--- src/hw/rtl/lbfit_pkg.sv ---
// Shared types and codes for the letterbox render-rectangle fit block.
// Holds the sequencer states, register indexes and divider handshake structs.
// No dependencies.
package lbfit_pkg;

	typedef enum logic [3:0] {
		ST_IDLE,
		ST_DECIDE,
		ST_FIT_SEL,
		ST_MUL_SAR,
		ST_DIV_SAR,
		ST_WAIT_SAR,
		ST_MUL_A,
		ST_MUL_B,
		ST_CMP,
		ST_WAIT_FIT,
		ST_PLACE,
		ST_OUT
	} lbfit_state_t;

	typedef enum logic [2:0] {
		REG_VIDEO_WIDTH   = 3'd0,
		REG_VIDEO_HEIGHT  = 3'd1,
		REG_ASPECT_WIDTH  = 3'd2,
		REG_ASPECT_HEIGHT = 3'd3,
		REG_ROTATE        = 3'd4,
		REG_SAR_NUM       = 3'd5,
		REG_SAR_DEN       = 3'd6
	} lbfit_reg_t;

	typedef struct packed {
		logic start;
		logic sar_mode;
	} lbfit_div_ctl_t;

	typedef struct packed {
		logic busy;
		logic done;
	} lbfit_div_stat_t;

endpackage

--- src/hw/rtl/lbfit_zoom_chk.sv ---
// Zoom rectangle clamp and alignment against the video extent.
// Combinational; honors odd quarter turns. Uses no package items.
module lbfit_zoom_chk #(
	parameter int CB = 13
) (
	input  logic                 rot,
	input  logic [CB-1:0]        ext_w,
	input  logic [CB-1:0]        ext_h,
	input  logic signed [CB:0]   zin_l,
	input  logic signed [CB:0]   zin_t,
	input  logic signed [CB:0]   zin_r,
	input  logic signed [CB:0]   zin_b,
	output logic signed [CB:0]   zout_l,
	output logic signed [CB:0]   zout_t,
	output logic signed [CB:0]   zout_r,
	output logic signed [CB:0]   zout_b
);
	logic signed [CB:0] lim_r, lim_b, l, t, r, b;

	always_comb begin
		lim_r = rot ? $signed({1'b0, ext_h}) : $signed({1'b0, ext_w});
		lim_b = rot ? $signed({1'b0, ext_w}) : $signed({1'b0, ext_h});
		l = zin_l;
		t = zin_t;
		r = zin_r;
		b = zin_b;
		// empty zoom selects the whole picture
		if (zin_r == '0 || zin_b == '0) begin
			l = '0;
			t = '0;
			r = lim_r;
			b = lim_b;
		end
		if (l < 0) l = '0;
		if (t < 0) t = '0;
		if (r > lim_r) r = lim_r;
		if (b > lim_b) b = lim_b;
		zout_l = {l[CB:2], 2'b00};
		zout_t = {t[CB:1], 1'b0};
		zout_r = {r[CB:2], 2'b00};
		zout_b = {b[CB:1], 1'b0};
	end
endmodule

--- src/hw/rtl/lbfit_div.sv ---
// Restoring divider, one quotient bit per cycle.
// Depends on lbfit_pkg for its control and status structs.
module lbfit_div #(
	parameter int CB = 13,
	parameter int FW = 29,
	parameter int NW = 42
) (
	input  logic                    clk,
	input  logic                    arst_n,
	input  lbfit_pkg::lbfit_div_ctl_t  ctl,
	input  logic [NW-1:0]           dividend,
	input  logic [FW-1:0]           divisor,
	output logic [FW-1:0]           quotient,
	output lbfit_pkg::lbfit_div_stat_t stat
);
	localparam int CW = $clog2(FW + 1);

	logic [FW-1:0] rem_q, quo_q, dsr_q;
	logic [CW-1:0] cnt_q;
	logic          busy_q, done_q;
	logic [FW:0]   trial, diff;
	logic          ge;

	assign trial = {rem_q, quo_q[FW-1]};
	assign ge    = trial >= {1'b0, dsr_q};
	assign diff  = trial - {1'b0, dsr_q};

	always_ff @(posedge clk or negedge arst_n) begin
		if (!arst_n) begin
			busy_q <= 1'b0;
			done_q <= 1'b0;
			cnt_q  <= '0;
		end else begin
			done_q <= 1'b0;
			if (ctl.start) begin
				busy_q <= 1'b1;
				cnt_q  <= ctl.sar_mode ? CW'(FW) : CW'(CB);
			end else if (busy_q) begin
				cnt_q <= cnt_q - 1'b1;
				if (cnt_q == CW'(1)) begin
					busy_q <= 1'b0;
					done_q <= 1'b1;
				end
			end
		end
	end

	always_ff @(posedge clk) begin
		if (ctl.start) begin
			dsr_q <= divisor;
			if (ctl.sar_mode) begin
				rem_q <= '0;
				quo_q <= dividend[FW-1:0];
			end else begin
				// quotient fits CB bits, so the upper dividend part is below the divisor
				rem_q <= dividend[NW-1:CB];
				quo_q <= {dividend[CB-1:0], {(FW-CB){1'b0}}};
			end
		end else if (busy_q) begin
			rem_q <= ge ? diff[FW-1:0] : trial[FW-1:0];
			quo_q <= {quo_q[FW-2:0], ge};
		end
	end

	assign quotient  = quo_q;
	assign stat.busy = busy_q;
	assign stat.done = done_q;
endmodule

--- src/hw/rtl/letterbox_render_rect_fit.sv ---
// Letterbox render-rectangle fit, top level: sequencer, shared multiplier, registers.
// A same-size zoom or an error in format goes straight to the result; a full layout
// multiplies, compares and divides, and with a non-square sample aspect and no forced
// aspect first scales the zoom width in the one-bit-per-cycle shared divider.
// Throughput: one request at a time; in_ready is high only in idle.
// Reset clears configuration to 0,0,1,1,0,0,0 and zoom, render and extent to zero.
module letterbox_render_rect_fit #(
	parameter int COORD_BITS = 13,
	parameter int RATIO_BITS = 16
) (
	input  logic                        clk,
	input  logic                        arst_n,
	// configuration write port
	input  logic                        cfg_wen,
	input  logic [2:0]                  cfg_index,
	input  logic [((COORD_BITS > RATIO_BITS) ? COORD_BITS : RATIO_BITS)-1:0] cfg_data,
	// request channel
	input  logic                        in_valid,
	output logic                        in_ready,
	input  logic                        func,
	input  logic [COORD_BITS-1:0]       view_left,
	input  logic [COORD_BITS-1:0]       view_top,
	input  logic [COORD_BITS-1:0]       view_right,
	input  logic [COORD_BITS-1:0]       view_bottom,
	input  logic signed [COORD_BITS:0]  zoom_in_left,
	input  logic signed [COORD_BITS:0]  zoom_in_top,
	input  logic signed [COORD_BITS:0]  zoom_in_right,
	input  logic signed [COORD_BITS:0]  zoom_in_bottom,
	// result channel
	output logic                        out_valid,
	input  logic                        out_ready,
	output logic signed [COORD_BITS:0]  zoom_left,
	output logic signed [COORD_BITS:0]  zoom_top,
	output logic signed [COORD_BITS:0]  zoom_right,
	output logic signed [COORD_BITS:0]  zoom_bottom,
	output logic [COORD_BITS-1:0]       render_left,
	output logic [COORD_BITS-1:0]       render_top,
	output logic [COORD_BITS-1:0]       render_right,
	output logic [COORD_BITS-1:0]       render_bottom,
	output logic                        layout_done,
	output logic                        layout_error
);
	localparam int CB = COORD_BITS;
	localparam int RB = RATIO_BITS;
	localparam int MB = (CB > RB) ? CB : RB;  // multiplier B operand
	localparam int FW = CB + RB;              // fitted zoom width after sample aspect
	localparam int PW = FW + MB;              // product width
	localparam int NW = CB + FW;              // divider dividend width

	lbfit_pkg::lbfit_state_t state_q, state_d;

	// configuration registers
	logic [CB-1:0] vid_w_q, vid_h_q;
	logic [RB-1:0] asp_w_q, asp_h_q, sar_n_q, sar_d_q;
	logic [1:0]    rot_q;

	// stored state
	logic signed [CB:0] zl_q, zt_q, zr_q, zb_q;
	logic [CB-1:0]      rl_q, rt_q, rr_q, rb_q;
	logic [CB-1:0]      ext_w_q, ext_h_q;

	// captured request
	logic               func_q;
	logic [CB-1:0]      vl_q, vt_q, vr_q, vb_q;
	logic signed [CB:0] nl_q, nt_q, nr_q, nb_q;

	// fit datapath
	logic [FW-1:0] zw_q, zh_q;
	logic [CB-1:0] w_q, h_q;
	logic [PW-1:0] pa_q, pb_q;
	logic          br_ge_q;
	logic          done_q, err_q;

	// zoom checker hookup
	logic               use_cfg_ext;
	logic [CB-1:0]      chk_ew, chk_eh;
	logic signed [CB:0] src_l, src_t, src_r, src_b;
	logic signed [CB:0] ck_l, ck_t, ck_r, ck_b;

	// misc combinational
	logic               same_size, no_fmt, forced, sar_sq;
	logic [CB-1:0]      vw, vh;
	logic signed [CB+1:0] dx, dy;
	logic [CB-1:0]      dxc, dyc;
	logic [FW-1:0]      mul_a;
	logic [MB-1:0]      mul_b;
	logic [PW-1:0]      mul_p;
	logic               br_ge, zero_div;
	logic [CB:0]        pl, pt, pr, pbt;

	// divider
	lbfit_pkg::lbfit_div_ctl_t  div_ctl;
	lbfit_pkg::lbfit_div_stat_t div_stat;
	logic [NW-1:0]              div_dvd;
	logic [FW-1:0]              div_dsr, div_quo;

	// ---------------- configuration writes ----------------
	always_ff @(posedge clk or negedge arst_n) begin
		if (!arst_n) begin
			vid_w_q <= '0;
			vid_h_q <= '0;
			asp_w_q <= RB'(1);
			asp_h_q <= RB'(1);
			rot_q   <= '0;
			sar_n_q <= '0;
			sar_d_q <= '0;
		end else if (cfg_wen) begin
			case (cfg_index)
				lbfit_pkg::REG_VIDEO_WIDTH:   vid_w_q <= cfg_data[CB-1:0];
				lbfit_pkg::REG_VIDEO_HEIGHT:  vid_h_q <= cfg_data[CB-1:0];
				lbfit_pkg::REG_ASPECT_WIDTH:  asp_w_q <= cfg_data[RB-1:0];
				lbfit_pkg::REG_ASPECT_HEIGHT: asp_h_q <= cfg_data[RB-1:0];
				lbfit_pkg::REG_ROTATE:        rot_q   <= cfg_data[1:0];
				lbfit_pkg::REG_SAR_NUM:       sar_n_q <= cfg_data[RB-1:0];
				lbfit_pkg::REG_SAR_DEN:       sar_d_q <= cfg_data[RB-1:0];
				default: ;
			endcase
		end
	end

	// ---------------- combinational helpers ----------------
	// same size is judged on the raw new zoom against the stored one
	assign same_size = (($signed({nr_q[CB], nr_q}) - $signed({nl_q[CB], nl_q})) ==
	                    ($signed({zr_q[CB], zr_q}) - $signed({zl_q[CB], zl_q}))) &&
	                   (($signed({nb_q[CB], nb_q}) - $signed({nt_q[CB], nt_q})) ==
	                    ($signed({zb_q[CB], zb_q}) - $signed({zt_q[CB], zt_q})));
	assign no_fmt    = (vid_w_q == '0) || (vid_h_q == '0);
	assign forced    = (asp_w_q != RB'(1)) || (asp_h_q != RB'(1));
	assign sar_sq    = (sar_n_q <= RB'(1)) && (sar_d_q <= RB'(1));

	// inverted view gives zero size
	assign vw = (vr_q > vl_q) ? (vr_q - vl_q) : '0;
	assign vh = (vb_q > vt_q) ? (vb_q - vt_q) : '0;

	// zoom source: new rectangle for a zoom request, stored one for relayout
	assign src_l = func_q ? zl_q : nl_q;
	assign src_t = func_q ? zt_q : nt_q;
	assign src_r = func_q ? zr_q : nr_q;
	assign src_b = func_q ? zb_q : nb_q;

	// a layout loads the extent from the size registers before clamping
	assign use_cfg_ext = func_q || !same_size;
	assign chk_ew = use_cfg_ext ? vid_w_q : ext_w_q;
	assign chk_eh = use_cfg_ext ? vid_h_q : ext_h_q;

	lbfit_zoom_chk #(.CB(CB)) u_zoom_chk (
		.rot    (rot_q[0]),
		.ext_w  (chk_ew),
		.ext_h  (chk_eh),
		.zin_l  (src_l),
		.zin_t  (src_t),
		.zin_r  (src_r),
		.zin_b  (src_b),
		.zout_l (ck_l),
		.zout_t (ck_t),
		.zout_r (ck_r),
		.zout_b (ck_b)
	);

	// zoom shape from the clamped rectangle; negative size counts as zero
	assign dx  = $signed({zr_q[CB], zr_q}) - $signed({zl_q[CB], zl_q});
	assign dy  = $signed({zb_q[CB], zb_q}) - $signed({zt_q[CB], zt_q});
	assign dxc = (dx < 0) ? '0 : dx[CB-1:0];
	assign dyc = (dy < 0) ? '0 : dy[CB-1:0];

	// shared multiplier: operands picked by the sequencer
	always_comb begin
		mul_a = zw_q;
		mul_b = MB'(h_q);
		case (state_q)
			lbfit_pkg::ST_MUL_SAR: begin
				mul_a = zw_q;
				mul_b = MB'(sar_n_q);
			end
			lbfit_pkg::ST_MUL_B: begin
				mul_a = zh_q;
				mul_b = MB'(w_q);
			end
			default: ;
		endcase
	end
	assign mul_p = PW'(mul_a) * PW'(mul_b);

	// fit branch: zw*h >= zh*w shrinks height, else width
	assign br_ge    = pa_q >= pb_q;
	assign zero_div = br_ge ? (zw_q == '0) : (zh_q == '0);

	always_comb begin
		if (state_q == lbfit_pkg::ST_DIV_SAR) begin
			div_dvd = pa_q[NW-1:0];
			div_dsr = (sar_d_q == '0) ? FW'(1) : FW'(sar_d_q);
		end else begin
			div_dvd = br_ge ? pb_q[NW-1:0] : pa_q[NW-1:0];
			div_dsr = br_ge ? zw_q : zh_q;
		end
	end

	lbfit_div #(.CB(CB), .FW(FW), .NW(NW)) u_div (
		.clk      (clk),
		.arst_n   (arst_n),
		.ctl      (div_ctl),
		.dividend (div_dvd),
		.divisor  (div_dsr),
		.quotient (div_quo),
		.stat     (div_stat)
	);

	// center in the view, then align left/right to 4 and top/bottom to 2
	assign pl  = {1'b0, vl_q} + (CB+1)'((vw - w_q) >> 1);
	assign pt  = {1'b0, vt_q} + (CB+1)'((vh - h_q) >> 1);
	assign pr  = pl + {1'b0, w_q};
	assign pbt = pt + {1'b0, h_q};

	// ---------------- sequencer ----------------
	always_comb begin
		state_d = state_q;
		case (state_q)
			lbfit_pkg::ST_IDLE:
				if (in_valid) state_d = lbfit_pkg::ST_DECIDE;
			lbfit_pkg::ST_DECIDE:
				if ((!func_q && same_size) || no_fmt) state_d = lbfit_pkg::ST_OUT;
				else state_d = lbfit_pkg::ST_FIT_SEL;
			lbfit_pkg::ST_FIT_SEL:
				if (!forced && !sar_sq) state_d = lbfit_pkg::ST_MUL_SAR;
				else state_d = lbfit_pkg::ST_MUL_A;
			lbfit_pkg::ST_MUL_SAR:  state_d = lbfit_pkg::ST_DIV_SAR;
			lbfit_pkg::ST_DIV_SAR:  state_d = lbfit_pkg::ST_WAIT_SAR;
			lbfit_pkg::ST_WAIT_SAR:
				if (div_stat.done) state_d = lbfit_pkg::ST_MUL_A;
			lbfit_pkg::ST_MUL_A:    state_d = lbfit_pkg::ST_MUL_B;
			lbfit_pkg::ST_MUL_B:    state_d = lbfit_pkg::ST_CMP;
			lbfit_pkg::ST_CMP:
				if (zero_div) state_d = lbfit_pkg::ST_OUT;
				else state_d = lbfit_pkg::ST_WAIT_FIT;
			lbfit_pkg::ST_WAIT_FIT:
				if (div_stat.done) state_d = lbfit_pkg::ST_PLACE;
			lbfit_pkg::ST_PLACE:    state_d = lbfit_pkg::ST_OUT;
			lbfit_pkg::ST_OUT:
				if (out_ready) state_d = lbfit_pkg::ST_IDLE;
			default:                state_d = lbfit_pkg::ST_IDLE;
		endcase
	end

	always_comb begin
		in_ready         = 1'b0;
		out_valid        = 1'b0;
		div_ctl.start    = 1'b0;
		div_ctl.sar_mode = 1'b0;
		case (state_q)
			lbfit_pkg::ST_IDLE: in_ready = 1'b1;
			lbfit_pkg::ST_DIV_SAR: begin
				div_ctl.start    = 1'b1;
				div_ctl.sar_mode = 1'b1;
			end
			lbfit_pkg::ST_CMP: div_ctl.start = !zero_div;
			lbfit_pkg::ST_OUT: out_valid = 1'b1;
			default: ;
		endcase
	end

	always_ff @(posedge clk or negedge arst_n) begin
		if (!arst_n) state_q <= lbfit_pkg::ST_IDLE;
		else state_q <= state_d;
	end

	// stored rectangles, extent and result flags
	always_ff @(posedge clk or negedge arst_n) begin
		if (!arst_n) begin
			zl_q    <= '0;
			zt_q    <= '0;
			zr_q    <= '0;
			zb_q    <= '0;
			rl_q    <= '0;
			rt_q    <= '0;
			rr_q    <= '0;
			rb_q    <= '0;
			ext_w_q <= '0;
			ext_h_q <= '0;
			done_q  <= 1'b0;
			err_q   <= 1'b0;
		end else begin
			case (state_q)
				lbfit_pkg::ST_DECIDE: begin
					done_q <= 1'b0;
					err_q  <= 1'b0;
					if (!func_q && same_size) begin
						// same size: clamp against the current extent, no layout
						zl_q <= ck_l;
						zt_q <= ck_t;
						zr_q <= ck_r;
						zb_q <= ck_b;
					end else if (no_fmt) begin
						// no format: keep the zoom unclamped
						zl_q  <= src_l;
						zt_q  <= src_t;
						zr_q  <= src_r;
						zb_q  <= src_b;
						err_q <= 1'b1;
					end else begin
						ext_w_q <= vid_w_q;
						ext_h_q <= vid_h_q;
						zl_q    <= ck_l;
						zt_q    <= ck_t;
						zr_q    <= ck_r;
						zb_q    <= ck_b;
					end
				end
				lbfit_pkg::ST_CMP:
					if (zero_div) err_q <= 1'b1;
				lbfit_pkg::ST_PLACE: begin
					rl_q   <= {pl[CB-1:2], 2'b00};
					rt_q   <= {pt[CB-1:1], 1'b0};
					rr_q   <= {pr[CB-1:2], 2'b00};
					rb_q   <= {pbt[CB-1:1], 1'b0};
					done_q <= 1'b1;
				end
				default: ;
			endcase
		end
	end

	// request capture and fit working registers
	always_ff @(posedge clk) begin
		case (state_q)
			lbfit_pkg::ST_IDLE:
				if (in_valid) begin
					func_q <= func;
					vl_q   <= view_left;
					vt_q   <= view_top;
					vr_q   <= view_right;
					vb_q   <= view_bottom;
					nl_q   <= zoom_in_left;
					nt_q   <= zoom_in_top;
					nr_q   <= zoom_in_right;
					nb_q   <= zoom_in_bottom;
				end
			lbfit_pkg::ST_FIT_SEL: begin
				w_q <= vw;
				h_q <= vh;
				if (forced) begin
					zw_q <= FW'(asp_w_q);
					zh_q <= FW'(asp_h_q);
				end else if (rot_q[0]) begin
					zw_q <= FW'(dyc);
					zh_q <= FW'(dxc);
				end else begin
					zw_q <= FW'(dxc);
					zh_q <= FW'(dyc);
				end
			end
			lbfit_pkg::ST_MUL_SAR: pa_q <= mul_p;
			lbfit_pkg::ST_WAIT_SAR:
				if (div_stat.done) zw_q <= div_quo;
			lbfit_pkg::ST_MUL_A: pa_q <= mul_p;
			lbfit_pkg::ST_MUL_B: pb_q <= mul_p;
			lbfit_pkg::ST_CMP:   br_ge_q <= br_ge;
			lbfit_pkg::ST_WAIT_FIT:
				if (div_stat.done) begin
					// hold the side that was not fitted
					if (br_ge_q) h_q <= div_quo[CB-1:0];
					else w_q <= div_quo[CB-1:0];
				end
			default: ;
		endcase
	end

	assign zoom_left     = zl_q;
	assign zoom_top      = zt_q;
	assign zoom_right    = zr_q;
	assign zoom_bottom   = zb_q;
	assign render_left   = rl_q;
	assign render_top    = rt_q;
	assign render_right  = rr_q;
	assign render_bottom = rb_q;
	assign layout_done   = done_q;
	assign layout_error  = err_q;
endmodule
--- config.mk ---
export PLATFORM = sky130hd
export DESIGN_NAME = letterbox_render_rect_fit
export DESIGN_NICKNAME = d
export VERILOG_FILES = /design/src/hw/rtl/lbfit_pkg.sv /design/src/hw/rtl/lbfit_zoom_chk.sv /design/src/hw/rtl/lbfit_div.sv /design/src/hw/rtl/letterbox_render_rect_fit.sv
export SDC_FILE = /design/constraint.sdc
export NUM_CORES = 2
export LEC_CHECK = 0
export ABC_AREA = 1
export BUFFER_PORTS_ARGS = -buffer_cell sky130_fd_sc_hd__clkbuf_2
export CAP_MARGIN = 20
export CORE_MARGIN = 3
export CORE_UTILIZATION = 60
export CTS_CLUSTER_SIZE = 12
export DETAILED_ROUTE_END_ITERATION = 7
export PLACE_DENSITY = 0.78
export SLEW_MARGIN = 20
export SYNTH_ARGS = -nofsm -noshare
export SYNTH_HDL_FRONTEND = slang
export SYNTH_HIERARCHICAL = 1
export SYNTH_SLANG_ARGS = --single-unit
--- constraint.sdc ---
create_clock -name clk -period 10.4 [get_ports clk]
set_input_delay 1.56 -clock clk [delete_from_list [all_inputs] [get_ports clk]]
set_output_delay 1.56 -clock clk [all_outputs]
set_load 0.03 [all_outputs]
## Word level (Yosys, flattened, before mapping)

Cells that the tools add are included.

- Logic and storage cells: 225
- Input bits: 133
- Output and inout port bits: 112
- Bits in registers: 603

- Eq/ne operators: 29
- Bitwise logic cells: 2
- Reductions and logical operators: 43
- Order comparisons: 12
- Multiplexer cells: 81
- $mul: 1
- $add $sub $neg: 14

Operator list:

| cell | number |
|---|---|
| two-way mux 29 bit | 11 |
| two-way mux 14 bit | 20 |
| two-way mux 13 bit | 14 |
| two-way mux 42 bit | 2 |
| subtractor 14 x 14 -> 15 bit | 4 |
| logical NOT 29 bit | 2 |
| one-hot mux 29 bit (2 select lines) | 1 |
| adder 13 bit | 4 |
| one-hot mux 13 bit (2 select lines) | 2 |
| two-way mux 16 bit | 3 |
| one-hot mux 4 bit (12 select lines) | 1 |
| greater-or-equal comparator 45 bit | 1 |
| multiplier 29 x 16 -> 45 bit | 1 |
| less-or-equal comparator 16 x 1 -> 1 bit (second input constant) | 2 |
| inequality test 16 x 1 -> 1 bit (second input constant) | 2 |
| one-hot mux 16 bit (2 select lines) | 1 |
| == test 15 bit | 2 |
| greater-or-equal comparator 30 x 29 -> 1 bit | 1 |
| < comparator 15 x 1 -> 1 bit (second input constant) | 2 |
| subtractor 29 bit | 1 |
| > comparator 14 bit | 2 |
| logical NOT 14 bit | 2 |
| < comparator 14 x 1 -> 1 bit (second input constant) | 2 |
| subtractor 13 x 13 -> 14 bit | 2 |
| 32 further kinds | 97 |

## Logic depth before layout (Yosys ltp)

- Depth in word-level cells: 12
- Depth in mapped cells: 46
- Depth with buffers taken out: 42

## Cells and area by module

Netlist, hierarchy kept.

By module, submodules not included:

| module | times used | cells each | area an instance (sq um) | seq. area each (sq um) |
|---|---|---|---|---|
| letterbox_render_rect_fit | 1 | 5820 | 45691.3 | 13770.7 |
| lbfit_div | 1 | 859 | 6384.9 | 2787.7 |
| lbfit_zoom_chk | 1 | 435 | 2205.9 | 0.0 |

## Worst setup path after synthesis

Ideal clock, no wire load.

- Path type: register -> register
- Start: register state_q[3]
- End: register pa_q[39], data pin
- Data arrival time: 7.803 ns
- Buffers on the path: 2
- Setup time: 0.269 ns
- Required time: 10.131 ns
- Path slack: 2.328 ns
- Clock period less this slack: 8.072 ns
- Cell stages (with the launch flop): 28
- Cells stage by stage: dfrtp_1 nor2_1 inv_1 nor2_1 clkbuf_1 buf_1 nor2_1 inv_1 nor2_1 fa_1 inv_1 fa_1 fa_1 inv_1 fa_1 fa_1 inv_1 fa_1 inv_1 ha_1 a21oi_1 o21ai_0 a21oi_1 o211ai_1 a21o_1 a21oi_1 o21ai_0 xor2_1

- Word-level cells in the longest chain between the ends: 3
- Elaborated cells between the ends (all ways): 5
- Classes of those cells: mul: 1; eq/ne: 2; mux: 2

Ends and longest elaborated chain:

| element | line | RTL |
|---|---|---|
| start, declared | letterbox_render_rect_fit.sv:50 | `lbfit_pkg::lbfit_state_t state_q, state_d;` |
| start signal, assigned | letterbox_render_rect_fit.sv:262 | `if (!arst_n) state_q <= lbfit_pkg::ST_IDLE;` |
| start signal, assigned | letterbox_render_rect_fit.sv:263 | `else state_q <= state_d;` |
| == test 4 x 3 -> 1 bit or == test 4 x 2 -> 1 bit (tied branches) | letterbox_render_rect_fit.sv:170 | `case (state_q)` |
| one-hot mux 16 bit (2 select lines) or two-way mux 29 bit (tied branches) | letterbox_render_rect_fit.sv:170 |  |
| multiplier 29 x 16 -> 45 bit (*) | letterbox_render_rect_fit.sv:182 | `assign mul_p = PW'(mul_a) * PW'(mul_b);` |
| via mul_p[39] | letterbox_render_rect_fit.sv:87 | `logic [PW-1:0] mul_p;` |
| end signal, assigned | letterbox_render_rect_fit.sv:351 | `lbfit_pkg::ST_MUL_SAR: pa_q <= mul_p;` |
| end signal, assigned | letterbox_render_rect_fit.sv:354 | `lbfit_pkg::ST_MUL_A: pa_q <= mul_p;` |
| end, declared | letterbox_render_rect_fit.sv:70 | `logic [PW-1:0] pa_q, pb_q;` |

The timed path passes the listed nets; every way through them passes the cells marked *.
A chain may end at the register's enable or synchronous reset.

## Worst setup path in the final report

- Start: register state_q[0]
- End: register pb_q[39], data pin

- Word-level cells in the longest chain between the ends: 3
- Elaborated cells between the ends (all ways): 5
- Classes of those cells: mul: 1; eq/ne: 2; mux: 2

Ends and longest elaborated chain:

| element | line | RTL |
|---|---|---|
| == test 4 x 3 -> 1 bit or == test 4 x 2 -> 1 bit (tied branches) | letterbox_render_rect_fit.sv:170 |  |
| one-hot mux 16 bit (2 select lines) or two-way mux 29 bit (tied branches) | letterbox_render_rect_fit.sv:170 |  |
| multiplier 29 x 16 -> 45 bit (*) | letterbox_render_rect_fit.sv:182 |  |
| via mul_p[39] | letterbox_render_rect_fit.sv:87 |  |
| end signal, assigned | letterbox_render_rect_fit.sv:355 | `lbfit_pkg::ST_MUL_B: pb_q <= mul_p;` |
| end, declared | letterbox_render_rect_fit.sv:70 |  |

Marks and branches as above.

==> reports/metrics.cfg <==
[global_route]
grt_max_degree = 114
antenna_found_initial = 4
busiest_layer = met2
gr-usage-met1_pct = 49.35
grt-ovfl-total = 0
grtUsageMet2_pct = 57.29
grt_pass1_wl_um = 265000
use_met3_pct = 6.556
grt_use_total_pct = 36.31
grt_pass1_vias = 47065

[timing]
max_freq_mhz = 116.3
period_share_pct = 82.66
fin_setup_tns_ns = 0
hold_viol = 0
skew_ns = 0.03284
maxSlewHeadroom_pct = 17.91
layout_setup_ws_ns = 1.804
worst_pin_slew_ns = 1.227
setup_viol = 0
rsz0062_at_grt = false
min_period_ns = 8.596
maxSlewViolCount = 0

[worst_setup_path]
cp_slowest_cell = clkinv_1
crit_fanout = 26
critical_path_required_ns = 10.77
arrival_ns = 8.96
r2r-end = pb_q[39]$_DFFE_PN_
start_kind = flop
cp-end-kind = flop
rr_worst_depth = 27
cp_num_buf_inv = 7
reg2reg_from = state_q[0]$_DFFE_PN0P_
rrSetupSlack_ns = 1.80
critPathKind = flop to flop
cp_top_family = adder cells
cpPeakStageDelay_ns = 0.94

[clock_tree]
cts_setup_buffers = 0
clk_transition_reported_paths_ns = 0.06
cts_resized = 0
clk_path_buf_depth = 3
clock-sinks = 590
holdBufCountCts = 0
cts_tree = built
insertion_delay_ns = 0.65
cts_made_buffers = 70
clockRootBuffer = clkbuf_16
htreeDepth = 3

[die]
std_cell_rows = 109
die_w_um = 306.8
die_area_mm2 = 0.09410
fp.coreArea_mm2 = 0.08906
start_util_pct = 60.94
die_y_um = 306.8
ios = 245

[placed_design]
dp.cells = 8362
place_congestion = 1.000
port_buffers = 238
dpl.hpwl_um = 134500
placed_area_mm2 = 0.05644
pre_cts_ws_ns = 1.982

[final_layout]
fin_util_pct = 65.97
drive_above_1_share_pct = 7.167
fin_cells = 8490
nets = 8163
fillCellCount = 7656
area_delta_synth_final_pct = 8.244
antenna_cells = 0
fin_area_mm2 = 0.05875

[power]
powerDensity_mw_per_mm2 = 93.83
leakage_nw = 30.25
vdd_drop_max_mv = 0.1415

[worst_hold_path]
holdPathEnd = render_left[2]$_DFFE_PN0P_
worstHoldPathType = flop to flop
hp-start = render_left[2]$_DFFE_PN0P_
whs_path_depth = 2

[outcome]
status = finished, violations left
violations = DRC

[detailed_routing]
vias_per_cell = 5.714
first_pass_iters = 8
wl_per_cell_um = 19.96
ant_nets = 0
drt-total-wl_um = 169400
drc_errors = 3
drtIter0Drc = 5135
vias = 48508

[synth]
syn_area_per_cell_um2 = 7.630
synth_cells = 7113
yosys_warnings = 6
syn_area_mm2 = 0.05427

[flow_run]
cap_violations = 0

cells in the final DEF (no fill, tap or decap), types with 66 or more instances in the layout:
master,count
nand3_1,251
ha_1,372
xnor2_1,66
clkbuf_16,74
a21oi_1,290
dfrtp_1,229
nor2_1,586
nand4_1,69
xor2_1,80
fa_1,388
inv_1,1295
clkbuf_2,237
o21ai_0,539
edfxtp_1,358
nand2_1,1999
per-layer routing:
metal / up-vias / routed length, um
met4: 6 / 8447
li1: 22701 / -
met1: 22964 / 68120
met5: - / 42
met3: 420 / 16980
met2: 2417 / 75840
state kept, by name, summed over array words and instances (netlist names), 14 cells and up:
register,cells
sar_n_q,16
zoom_bottom,14
nt_q,14
u_div/dsr_q,29
asp_h_q,16
nb_q,14
u_div/rem_q,29
u_div/quotient,29
pb_q,45
zoom_right,14
pa_q,45
zw_q,29
zoom_left,14
zh_q,16
nl_q,14
sar_d_q,16
zoom_top,14
asp_w_q,16
nr_q,14
how the worst max path moves through the flow:
stage	start	endpoint	slack, ns	cells after the start
floorplan	state_q[3]$_DFFE_PN0P_	pa_q[39]$_DFFE_PP_	2.33	27
global placement	state_q[1]$_DFFE_PN0P_	pa_q[37]$_DFFE_PP_	2.25	27
detailed placement	state_q[0]$_DFFE_PN0P_	pb_q[41]$_DFFE_PN_	1.98	28
CTS	state_q[0]$_DFFE_PN0P_	pa_q[41]$_DFFE_PP_	1.93	28
global route	state_q[0]$_DFFE_PN0P_	pa_q[41]$_DFFE_PP_	1.25	28
finish	state_q[0]$_DFFE_PN0P_	pb_q[39]$_DFFE_PN_	1.80	27
tightest hold or removal path, delay by kind of cell (launching register included):
family,cells,cell delay [ns]
AND/OR/NAND/NOR,2,0.10
flip-flops,1,0.34
cell type report:
| class | instances | area (um^2) | share of cell area [%] |
|---|---|---|---|
| Tap cell | 1165 | 1458 | 2.481 |
| Clock inverter | 32 | 277.8 | 0.4728 |
| Multi-Input combinational cell | 4996 | 31830 | 54.19 |
| Clock buffer | 95 | 2001 | 3.405 |
| Sequential cell | 590 | 16560 | 28.19 |
| Inverter | 1312 | 4932 | 8.395 |
| Timing Repair Buffer | 300 | 1687 | 2.871 |
report_power, final:
group	switching, W	internal, W
Combinational	0.000297	0.000142
Sequential	0.0000637	0.00255
Clock	0.00103	0.00143
metrics by stage:
stage	total power (W)	hold slack, ns
after floorplan	0.002927	0.4457
after global placement	0.003074	0.4550
after detailed placement	0.003086	0.4638
after CTS	0.005529	0.4786
after global routing	0.005700	0.4909
final	0.005512	0.4711
Power figures use the tool's default switching activity.
